--- config.mk ---
export PLATFORM = sky130hd
export DESIGN_NAME = gsr_mac
export DESIGN_NICKNAME = d
export VERILOG_FILES = /design/src/gated_spatial_recurrence_step_macros.svh /design/src/gsr_pkg.sv /design/src/gsr_mac.sv
export SDC_FILE = /design/constraint.sdc
export NUM_CORES = 1
export LEC_CHECK = 0
export BUFFER_PORTS_ARGS = -buffer_cell sky130_fd_sc_hd__buf_4
export CAP_MARGIN = 30
export CORE_AREA = 4 4 200 202
export DETAILED_ROUTE_END_ITERATION = 16
export DIE_AREA = 0 0 204 206
export PLACE_DENSITY_LB_ADDON = 0.3
export SLEW_MARGIN = 25
export SYNTH_ARGS = -nofsm -noshare
export SYNTH_HDL_FRONTEND = slang
export SYNTH_SLANG_ARGS = --single-unit
--- constraint.sdc ---
create_clock -name clk -period 19.09 [get_ports clk]
set_clock_uncertainty 0.1 [all_clocks]
set_input_delay 0.9545 -clock clk [delete_from_list [all_inputs] [get_ports clk]]
set_output_delay 0.9545 -clock clk [all_outputs]
set_load 0.02 [all_outputs]
--- src/gated_spatial_recurrence_step_macros.svh ---
// Assertion macros shared by the recurrence step RTL
`ifndef GATED_SPATIAL_RECURRENCE_STEP_MACROS_SVH
`define GATED_SPATIAL_RECURRENCE_STEP_MACROS_SVH
// check that a condition implies a consequence in the same cycle
`define GSR_ASSERT_IMP(label, clk, rst_n, a, b) \
  label: assert property (@(posedge clk) disable iff (!rst_n) (a) |-> (b)) \
    else $error("assertion failed");
// check that a condition implies a consequence in the next cycle
`define GSR_ASSERT_NEXT(label, clk, rst_n, a, b) \
  label: assert property (@(posedge clk) disable iff (!rst_n) (a) |=> (b)) \
    else $error("assertion failed");
`endif

--- src/gsr_pkg.sv ---
// Package with constants, types and helper functions for the recurrence step
package gsr_pkg;
  localparam int MAX_IN_CH  = 16;
  localparam int MAX_OUT_CH = 16;
  localparam int MAX_LINE   = 64;
  localparam int DW         = 16;
  localparam int ONE_Q      = 4096;
  localparam int ACC_W      = 48;

  localparam logic [2:0] CMD_WX   = 3'd0;
  localparam logic [2:0] CMD_WH   = 3'd1;
  localparam logic [2:0] CMD_BIAS = 3'd2;
  localparam logic [2:0] CMD_X    = 3'd3;
  localparam logic [2:0] CMD_GATE = 3'd4;

  localparam logic [2:0] REG_USE_BIAS = 3'd0;
  localparam logic [2:0] REG_USE_WX   = 3'd1;
  localparam logic [2:0] REG_USE_WH   = 3'd2;
  localparam logic [2:0] REG_ACT      = 3'd3;
  localparam logic [2:0] REG_GSCALE   = 3'd4;
  localparam logic [2:0] REG_WBOUND   = 3'd5;
  localparam logic [2:0] REG_IN_CH    = 3'd6;
  localparam logic [2:0] REG_OUT_CH   = 3'd7;

  localparam logic [1:0] ACT_LIN  = 2'd0;
  localparam logic [1:0] ACT_SIG  = 2'd1;
  localparam logic [1:0] ACT_RELU = 2'd2;
  localparam logic [1:0] ACT_TANH = 2'd3;

  typedef enum logic [3:0] {
    ST_IDLE, ST_BIAS, ST_XW, ST_HW, ST_LNAR, ST_GATE, ST_GNAR, ST_PRE1,
    ST_PRE2, ST_ACT, ST_OUT, ST_WB
  } state_t;

  // round half up and saturate a Q.24 value to Q4.12
  function automatic logic signed [DW-1:0] narrow(input logic signed [ACC_W-1:0] v);
    logic signed [ACC_W-1:0] t;
    logic signed [ACC_W-13:0] q;
    begin
      t = v + ACC_W'(2048);
      q = t[ACC_W-1:12];
      if (q > (ACC_W-12)'(32767)) narrow = 16'sh7fff;
      else if (q < -(ACC_W-12)'(32768)) narrow = 16'sh8000;
      else narrow = q[DW-1:0];
    end
  endfunction

  function automatic logic [12:0] plan_sig(input logic signed [17:0] v);
    logic [17:0] y;
    logic [12:0] s;
    begin
      y = v[17] ? 18'(-v) : 18'(v);
      if (y >= 18'd20480) s = 13'd4096;
      else if (y >= 18'd9728) s = 13'(y >> 5) + 13'd3456;
      else if (y >= 18'd4096) s = 13'(y >> 3) + 13'd2560;
      else s = 13'(y >> 2) + 13'd2048;
      plan_sig = v[17] ? 13'd4096 - s : s;
    end
  endfunction
endpackage

--- src/gsr_mac.sv ---
// Shared multiply-accumulate unit with a registered accumulator
module gsr_mac (
  input  logic                              clk,
  input  logic                              clr,
  input  logic                              en,
  input  logic                              sub,
  input  logic signed [16:0]                a,
  input  logic signed [16:0]                b,
  output logic signed [gsr_pkg::ACC_W-1:0]  acc
);
  import gsr_pkg::*;
  logic signed [ACC_W-1:0] acc_r, acc_nxt, prod;
  logic signed [33:0] mul;
  assign mul = a * b;
  assign prod = ACC_W'(mul);
  always_comb begin
    acc_nxt = clr ? '0 : acc_r;
    if (en) acc_nxt = sub ? acc_nxt - prod : acc_nxt + prod;
  end
  always_ff @(posedge clk) begin
    acc_r <= acc_nxt;
  end
  assign acc = acc_r;
endmodule
# [Word-level counts from Yosys, hierarchy flattened]
# Cells that the tools add are included.
# W data, S select, Z words.
[op_classes] n_addsub=2 multipliers=1 muxes=3
[ops] cell="$mux W48" count=3
[ops] cell="$add A48 B34 Y48" count=1
[ops] cell="$sub A48 B34 Y48" count=1
[ops] cell="$mul A17 B17 Y34" count=1
[word_totals] regBits=48 in_bits=38 output_inout_bits=48 wordCells=7

# [Longest topological paths before layout]
[logic_depth] word_depth=4 depth_mapped=40 depth_no_buf=37

# [Least setup slack after synthesis]
# OpenSTA, ideal clock, no wires.
[synth_timing] path_type="input -> register" from="input port b[2]" to="register acc_r[47] (netlist: acc[47])" arrival_time_ps=9811 setup_slack_ps=9055 path_stages=32 n_path_buf=2 path_cell_list="clkbuf_1 > nand2_1 > inv_1 > fa_1 > fa_1 > fa_1 > fa_1 > fa_1 > fa_1 > ha_1 > a2111oi_0 > o2111ai_1 > nand2_1 > a2bb2oi_1 > o31ai_1 > o41ai_1 > xnor2_1 > buf_2 > a211oi_4 > a21oi_2 > ha_1 > a211oi_2 > o21bai_1 > nor4_1 > o211ai_1 > o21a_1 > a221o_1 > a311oi_2 > or3b_2 > o2111ai_1 > a31oi_1 > nand3_1"
[synth_via] elab_chain_cells=4 elab_cells_between_ends=5 cone_classes="2 x add/sub; 1 x mul; 2 x mux"
[synth_lines] item="start: declaration" line_no="gsr_mac.sv:8" source="input logic signed [16:0] b,"
[synth_lines] item="$mul A17 B17 Y34 (*)" line_no="gsr_mac.sv:14" source="assign mul = a * b;"
[synth_lines] item="$add A48 B34 Y48 / $sub A48 B34 Y48 (equally long branches)" line_no="gsr_mac.sv:18" source="if (en) acc_nxt = sub ? acc_nxt - prod : acc_nxt + prod;"
[synth_lines] item="$mux W48 (*) (2 in series)" line_no="gsr_mac.sv:18"
[synth_lines] item="named net acc_nxt[47]" line_no="gsr_mac.sv:12" source="logic signed [ACC_W-1:0] acc_r, acc_nxt, prod;"
[synth_lines] item="end signal: assignment" line_no="gsr_mac.sv:21" source="acc_r <= acc_nxt;"
[synth_lines] item="end: declaration" line_no="gsr_mac.sv:12"
# Mark *: on every way through the listed nets, which the timed path passes. The rest lies on a longest branch.

# [Worst setup path after layout]
# Ends and elaborated chain as after synthesis.

==> impl_metrics.csv <==
group,metric,value,unit
clock_network,clk_latency,0.29,ns
layout,drive_gt1_share,8.81,%
critical_path,ff2ff_setup_slack,15.28,ns
critical_path,crit_start,"b[2]",
critical_path,max_stage_delay,0.89,ns
floorplanning,boundaryPins,86,
hold_path,hp-class,"register to register",
global_routing,grtUsageMet3,0.910,%
synth,synth_warnings,0,
synth,synth.cell_area,16300,µm²
drt,routed_wl,37900,µm
critical_path,path_max_fanout,24,
critical_path,crit_type,"primary input to register",
critical_path,critPathMostFrequentCell,"fa_1",
global_routing,grt_pass1_wl,64400,µm
critical_path,critical_path_arrival,10.91,ns
critical_path,cp-start-kind,"primary input",
clock_network,cts.reportedPaths.clkPinSlew,0.07,ns
synth,synthTopCellsByArea,"fa_1, ha_1, inv_1",
floorplanning,core,38300,µm²
layout,nFillCells,3798,
clock_network,cts_root_buffer,"clkbuf_16",
layout,largest_reg_flops,48,
drt,drcViolationCount,0,
floorplanning,initial_core_util,42.6,%
sta,drv_slew,0,
status,outcome,"finished, final reports clean",
global_routing,grt_pass1_vias,13100,
synth,syn-instance-count,1866,
drt,first_pass_iters,5,
synth,syn_area_per_cell,8.73,µm²
drt,ant_nets,0,
critical_path,worst_ep_required_time,19.16,ns
global_routing,overflow,0,
synth,synth-seq-area-share,5.90,%
global_routing,grt_max_degree,55,
critical_path,critPathSlowestCell,"fa_1",
critical_path,rr_worst_depth,13,
critical_path,r2r-start,"acc[34]",
synth,synth_area_leader_cell,"fa_1",
hold_path,hold_end,"acc[0]",
drt,dr.first_iter.drc_count,533,
global_routing,grt_use_met1,24.2,%
sta,slew_headroom,49.7,%
layout,finalNetCount,2363,
sta,worst_pin_slew,0.747,ns
sta,tns,0,ns
global_routing,use_met2,33.9,%
job,max_cap_violations,0,
global_routing,antenna_found_initial,0,
hold_path,hold_start,"acc[0]",
drt,routedWlPerCell,15.7,µm
floorplanning,num_rows,72,
global_routing,top_usage_layer,"met2",
drt,viasPerCell,5.19,
floorplanning,die_w,204,µm
sta,max_clock_freq,92.3,MHz
synth,ys.flop_type,"dfxtp_1",
clock_network,postCtsSetupBuffers,0,
synth,ys_async_sr_fraction,0,%
critical_path,cp-end-kind,"register",
floorplanning,dieArea,42000,µm²
synth,ys_ff_latch,48,
clock_network,cts_resized,0,
synth,synth_edf_count,0,
hold_path,holdPathStages,2,
sta,fin_crit_sh,56.8,%
layout,final_util,45.7,%
clock_network,cts_buffer_depth,2,
clock_network,cts_tree,"built",
layout,antenna_cells,0,
placement,routabilityCongestion,0.863,
clock_network,cts_sinks,48,
synth,syn-num-nets,2334,
clock_network,cts_made_buffers,5,
layout,synthToLayoutAreaGrowth,7.32,%
placement,dp_hpwl,31900,µm
synth,synth_top_area_share,36.5,%
drt,vias,12500,
floorplanning,die_h,206,µm
sta,rsz0062_at_grt,"false",
clock_network,htreeDepth,2,
clock_network,hold_buffers,0,
synth,synth_cell_type_count,87,
critical_path,timing.rr.end,"acc[47]",
sta,hold_viol_final,0,
placement,portBuffers,85,
global_routing,grtUsageTotal,18.4,%
sta,setup_viol,0,
sta,min_period,10.84,ns
logic make-up (layout without fill, tap and decap cells):
logic type | after synthesis | count (layout) | share of synthesized area (%)
and+or+nand+nor | 576 | 576 | 18.6
adders and majority gates | 430 | 430 | 46.7
buffers and inverters | 391 | 421 | 9.09
AOI/OAI and AO/OA | 274 | 274 | 11.3
xor gates and xnor gates | 106 | 106 | 5.70
DFF | 48 | 48 | 5.90
muxes | 41 | 41 | 2.81
worst max path at each step:
stage	slack (ns)	endpoint
2_1_floorplan	9.06	acc[47]
3_3_place_gp	8.33	acc[47]
3_5_place_dp	8.02	acc[47]
4_1_cts	8.29	acc[47]
5_1_grt	7.50	acc[47]
6_report	8.25	acc[47]
cell usage after synthesis (all sizes together), types with 3 or more instances:
cell,n
buf,10
or3,8
nand2b,9
a21boi,4
nor3b,6
and3,10
or2,4
a41oi,3
dfxtp,48
nand2,179
fa,297
a31o,3
ha,133
a21oi,98
o21a,8
and2,152
a211oi,10
xor2,30
mux2i,3
o2111ai,4
o21bai,14
a2111oi,5
o211ai,11
nor2b,59
clkbuf,54
nor3,22
mux2,38
o21ai,49
a21o,32
nor2,79
nor4,6
nand3,17
xnor2,76
inv,327
and4,6
a31oi,7
nand4,8
layout make-up:
type,count,area (µm²),area share [%]
flip-flops and latches,48,961,5.49
well taps,518,648,3.71
repair buffers,86,646,3.69
multi-input cells,1427,13900,79.3
clock buffers,8,146,0.837
inverters,327,1230,7.02
per-layer routing:
layer / vias to the layer above / routed length [µm]
met4: 0 / 902
met2: 193 / 19700
met5: - / 0
met1: 6287 / 16400
met3: 48 / 855
li1: 5996 / -
cells in the final DEF, fill, tap and decap left out, types with 5 or more instances in the layout:
cell         n
nand3_1     17
a21oi_1     91
xnor2_1     75
nor2b_1     58
ha_1       133
buf_4       86
nor3b_1      5
o211ai_1    10
o21ai_1      9
o21bai_1    14
nor2_1      79
fa_1       297
dfxtp_1     48
and2_1     151
and3_1       9
xor2_1      30
and4_1       5
or3_1        7
o21a_1       8
nand4_1      8
a211oi_1     6
nand2b_1     9
nor3_1      20
mux2_2      38
nand2_1    179
inv_1      327
a21o_1      32
a21oi_2      7
o21ai_0     40
a31oi_1      7
clkbuf_16    5
critical path, delay by kind of cell:
family	cells	cell delay [ns]
buffers and inverters	3	0.52
AOI/OAI and AO/OA	15	4.08
xor gates and xnor gates	1	0.12
adders and majority gates	8	4.28
and+or+nand+nor	5	0.92
per-stage QoR:
step	hold slack, ns	instance area [µm²]	cells	worst slack [ns]
6_report	0.424	17500	2414	8.25
5_1_grt	0.481	17500	2414	7.50
4_1_cts	0.440	17500	2414	8.29
3_5_place_dp	0.430	17300	2406	8.02
3_3_place_gp	0.412	17300	2406	8.33
2_1_floorplan	0.469	16300	1866	9.06
Power is not shown: default switching activity piles up to over one toggle a cycle in this logic, so the estimate is an artifact.
